--- config.mk ---
export PLATFORM = sky130hd
export DESIGN_NAME = ppad_front
export DESIGN_NICKNAME = d
export VERILOG_FILES = /design/src/sv/ppad_pkg.sv /design/src/sv/ppad_front.sv
export SDC_FILE = /design/constraint.sdc
export NUM_CORES = 1
export LEC_CHECK = 0
export BUFFER_PORTS_ARGS = -buffer_cell sky130_fd_sc_hd__buf_2
export CORE_UTILIZATION = 57
export DETAILED_ROUTE_END_ITERATION = 16
export PLACE_DENSITY_LB_ADDON = 0.05
export SLEW_MARGIN = 20
export SYNTH_ARGS = -nofsm -noshare
export SYNTH_HDL_FRONTEND = slang
export SYNTH_SLANG_ARGS = --single-unit
--- constraint.sdc ---
create_clock -name clk -period 8.1 [get_ports clk]
set_input_delay 1.62 -clock clk [delete_from_list [all_inputs] [get_ports clk]]
set_output_delay 1.62 -clock clk [all_outputs]
set_load 0.03 [all_outputs]
--- src/sv/ppad_pkg.sv ---
// Shared types and codes for the polyline position-at-distance block.
`default_nettype none
package ppad_pkg;

  typedef enum logic [1:0] {
    OP_CLEAR  = 2'd0,
    OP_APPEND = 2'd1,
    OP_QUERY  = 2'd2,
    OP_NONE   = 2'd3
  } op_t;

  localparam logic STATUS_DONE = 1'b0;
  localparam logic STATUS_FULL = 1'b1;

  localparam int COORD_W = 24;
  localparam int DIST_W  = 32;
  localparam int PCNT_W  = 7;
  localparam int FRAC_W  = 16;

  typedef struct packed {
    op_t                       op;
    logic signed [COORD_W-1:0] x;
    logic signed [COORD_W-1:0] y;
    logic [DIST_W-1:0]         travel;
  } cmd_t;

  typedef struct packed {
    logic                      status;
    logic signed [COORD_W-1:0] pos_x;
    logic signed [COORD_W-1:0] pos_y;
    logic                      at_end;
    logic [PCNT_W-1:0]         point_count;
  } res_t;

endpackage
`default_nettype wire

--- src/sv/ppad_front.sv ---
// Input side: accepts words, decodes the opcode and queues up to two commands.
`default_nettype none
module ppad_front
  import ppad_pkg::*;
(
  input  wire logic                      clk,
  input  wire logic                      rst_n,
  input  wire logic                      in_push,
  output logic                           in_full,
  input  wire logic [1:0]                in_opcode,
  input  wire logic signed [COORD_W-1:0] in_point_x,
  input  wire logic signed [COORD_W-1:0] in_point_y,
  input  wire logic [DIST_W-1:0]         in_travel,
  output logic                           cmd_valid,
  output cmd_t                           cmd,
  input  wire logic                      cmd_pop
);

  cmd_t       q_r [2];
  logic       wr_ptr_r;
  logic       rd_ptr_r;
  logic [1:0] fill_r;
  logic       push_ok;
  logic       pop_ok;
  cmd_t       in_cmd;

  always_comb begin
    in_cmd.op     = op_t'(in_opcode);
    in_cmd.x      = in_point_x;
    in_cmd.y      = in_point_y;
    in_cmd.travel = in_travel;
  end

  assign in_full   = (fill_r == 2'd2);
  assign cmd_valid = (fill_r != 2'd0);
  assign cmd       = q_r[rd_ptr_r];
  assign push_ok   = in_push && !in_full;
  assign pop_ok    = cmd_pop && cmd_valid;

  always_ff @(posedge clk) begin
    if (!rst_n) begin
      wr_ptr_r <= 1'b0;
      rd_ptr_r <= 1'b0;
      fill_r   <= 2'd0;
    end else begin
      if (push_ok) begin
        q_r[wr_ptr_r] <= in_cmd;
        wr_ptr_r      <= ~wr_ptr_r;
      end
      if (pop_ok) begin
        rd_ptr_r <= ~rd_ptr_r;
      end
      fill_r <= fill_r + 2'(push_ok) - 2'(pop_ok);
    end
  end

endmodule
`default_nettype wire

==> parameters.txt <==
Parameter                              Value

Status
  Outcome    complete, no violations

Cells and area
  Layout cells sized above 1    around 60%
  Fin nets    between 500 and 600
  FF+latch area    5030 um2
  Final cell area excluding filler cells    about 8000 um2
  Synth-to-layout area growth    22.3%
  Multi-input combinational cell area    about 1400 um2
  Fill cell instance count of the final layout    about 700
  Diode insertion count for antenna repair    0

Timing
  Count of endpoints failing setup in the final report    0
  Worst rel slew slack    between 30 and 40%
  Time the worst path needs with I/O delays and setup    about 4200 ps
  Final Max Tran Viols    0
  Share of the clock period used by the worst path after layout    52.1%
  Highest clock rate    around 0.24 GHz
  Transition at the pin with the smallest max-transition slack    about 990 ps
  WHS    554 ps
  Final Hold Viols    0
  Post-Route Skew    between 6 and 7 ps
  RSZ-0062 raised after global routing    no
  Worst-case setup margin in the final layout    3880 ps
  Aggregate negative setup slack    0 ps

Logic synthesis
  Predominant post-synthesis flop cell    sky130_fd_sc_hd__edfxtp_1
  Count of cell types in the netlist    19
  Share of Yosys cell area claimed by the top area cell type    between 70% and 80%
  Total number of yosys warnings    0
  Number of synthesized flops with an enable pin    164
  Synth Register Bits    around 170
  Async S/R FF share, synth    0%
  Mean Syn Cell Area    around 23 um2
  Cell Area, Synth    between 6000 and 7000 um2
  Syn nets    369
  Most common library cells after synthesis    sky130_fd_sc_hd__edfxtp_1, sky130_fd_sc_hd__mux2_4, sky130_fd_sc_hd__buf_12
  Cells after synthesis    around 280
  Sequential cell area fraction in the yosys report    about 77%
  Largest cells by area after synthesis    sky130_fd_sc_hd__edfxtp_1, sky130_fd_sc_hd__mux2_4, sky130_fd_sc_hd__buf_12
  Most repeated cell in the gate-level netlist after synthesis    sky130_fd_sc_hd__edfxtp_1
  Largest area contributor in the synthesized netlist    sky130_fd_sc_hd__edfxtp_1

Worst setup path
  Peak fanout along the critical path    54
  Launch point of the worst reg-to-reg path    fill_r[0]$_SDFF_PN0_
  Worst reg2reg path depth    5
  Setup slack on the worst flop-to-flop path    around 5900 ps
  Kind of end point of the critical path    output port
  Arrival time at the worst endpoint    about 2600 ps
  Crit path launch type    register
  Timing endpoint of the critical path    cmd[0]
  Req. time, crit path    6480 ps
  Path type of the worst setup path    reg2out
  Destination of the worst register-to-register timing path    q_r[0][60]$_DFFE_PP_

Clocking
  Clock tree from TritonCTS    yes
  Clock latency on the worst-skew pair    between 400 and 500 ps
  Clock slew at the register clock pins of the worst setup and hold paths    about 60 ps
  Total CTS buffers    17
  # hold bufs at CTS    0
  Number of setup buffers added after CTS    0
  Clock sink total    between 150 and 200
  Maximum number of buffers from clock root to sink    2
  Number of cells upsized or downsized after cts    0
  H-tree Lvls    4
  Root cell of the clock tree    sky130_fd_sc_hd__clkbuf_16

Power and ir drop
  Maximum vdd ir drop    0.269 mV
  Power consumption    roughly 2.5 mW
  Leakage power    between 3 and 4 nW
  Power per cell area    309 nW/um2

Global routing
  Vias in the first global route    3072
  Global-route wire length before repair    between 10000 and 15000 um
  GRT Resource Usage Total    about 18%
  Aggregate global routing overflow    0
  Antenna violations before repair    0
  Largest net degree at the start of global routing    83

Floorplan
  Die Area    around 12000 um2
  Die X    109 um
  Chip Height    around 110 um
  Count of pins on the block boundary    170
  Initial core utilization    between 50% and 60%
  Cell row count    38
  Core Box Area    between 10000 and 15000 um2

Drt
  Final routed wire length divided by cell count    16.7 um
  Detailed-route DRC error count    0
  Number of nets with antenna violations after detailed routing    0
  Number of iterations in the first detailed-routing pass    4
  Overall routed net length    between 10000 and 15000 um
  Post-DR vias/cell    around 5.1
  Via total after detailed routing    between 3000 and 4000
  Number of violations reported at the end of detailed-routing iteration 0    104

Placed design
  Setup slack after placement    roughly 4200 ps
  Post-placement cell area    7440 um2
  Routability congestion estimate from global placement    slightly below 0.7
  Detailed placer's ending HPWL    6620 um
  Count of port buffers added during placement    roughly 170

Hold path
  Worst min-delay path category    reg2reg

Flow run
  Number of max-cap violations    0
==> flip-flops by register name, summed over array words and instances, names as in the netlist, named ones only <==
register,flops
rd_ptr_r,1
fill_r,2
q_r,164
wr_ptr_r,1
==> worst max-delay path, stage by stage (launching register included) <==
cell	delay, ps
sky130_fd_sc_hd__dfxtp_4	690
sky130_fd_sc_hd__buf_4	860
sky130_fd_sc_hd__mux2_2	420
sky130_fd_sc_hd__buf_2	180
==> report_power, final <==
part	switching [mW]	internal, mW	total, mW
Clock	0.304	0.419	0.723
Combinational	0.387	0.285	0.672
Sequential	0.0438	1.04	1.08
==> layout by cell type (no fill, tap or decap) <==
cell and instances:
sky130_fd_sc_hd__or2_2 1, sky130_fd_sc_hd__and2_1 3, sky130_fd_sc_hd__nand2_1 1, sky130_fd_sc_hd__clkinvlp_4 3, sky130_fd_sc_hd__xnor2_1 3, sky130_fd_sc_hd__clkinv_4 4
sky130_fd_sc_hd__nand3_1 1, sky130_fd_sc_hd__clkinv_1 5, sky130_fd_sc_hd__mux2_2 2, sky130_fd_sc_hd__buf_12 2, sky130_fd_sc_hd__buf_4 2, sky130_fd_sc_hd__dfxtp_1 4
sky130_fd_sc_hd__ha_1 2, sky130_fd_sc_hd__o22ai_1 1, sky130_fd_sc_hd__clkbuf_1 2, sky130_fd_sc_hd__buf_2 169, sky130_fd_sc_hd__nor2b_1 2, sky130_fd_sc_hd__and3_4 1
sky130_fd_sc_hd__dfxtp_4 1, sky130_fd_sc_hd__o21a_1 1, sky130_fd_sc_hd__bufinv_16 1, sky130_fd_sc_hd__clkbuf_16 17, sky130_fd_sc_hd__inv_1 3, sky130_fd_sc_hd__edfxtp_1 164
sky130_fd_sc_hd__mux2_4 80, sky130_fd_sc_hd__nand2b_1 1, sky130_fd_sc_hd__nor2_4 1
==> worst min path at each step <==
stage / start / cells after the start / end / slack [ps]
after floorplan: wr_ptr_r$_SDFFE_PN0P_ / 1 / wr_ptr_r$_SDFFE_PN0P_ / 470
after global placement: rd_ptr_r$_SDFFE_PN0P_ / 2 / register / 530
after detailed placement: rd_ptr_r$_SDFFE_PN0P_ / 2 / rd_ptr_r$_SDFFE_PN0P_ / 540
after CTS: wr_ptr_r$_SDFFE_PN0P_ / 2 / wr_ptr_r$_SDFFE_PN0P_ / 560
after global routing: rd_ptr_r$_SDFFE_PN0P_ / 2 / register / 600
final: wr_ptr_r$_SDFFE_PN0P_ / 2 / wr_ptr_r$_SDFFE_PN0P_ / 550
==> area by class of cell <==
class,instances,share of cell area (%)
Tap cell,140,2.18
Clock buffer,19,5.40
Inverter,3,0.140
Timing Repair Buffer,173,11.2
Clock inverter,13,1.33
Multi-Input combinational cell,100,17.0
Sequential cell,169,62.7
==> metrics by stage <==
step / utilization, % / cells
3_3_place_gp: 67.4 / 583
3_5_place_dp: 67.4 / 583
6_report: 72.7 / 617
2_1_floorplan: - / 281
5_1_grt: 72.7 / 617
4_1_cts: 72.3 / 615
==> cell families (layout without fill, tap and decap cells) <==
kind of cell               count (synthesis)  count (layout)  share of synthesized area, %
DFF                                      169             169                          76.6
muxes                                     82              82                          18.7
buffers and inverters                     12             208                          2.79
and+or+nand+nor                           11              11                         0.954
xor gates and xnor gates                   3               3                         0.401
adders and majority gates                  2               2                         0.381
AOI/OAI and AO/OA                          2               2                         0.210
==> layer usage <==
layer / share of wire (%) / vias to the layer above / GRT usage [%]
li1: - / 1475 / -
met1: 40 / 1530 / 20.6
met2: 50 / 119 / 29.3
met3: 6.9 / 23 / 5.62
met4: 3.0 / 0 / 10.9
met5: 0 / - / 0
(Power assumes the default switching activity.)
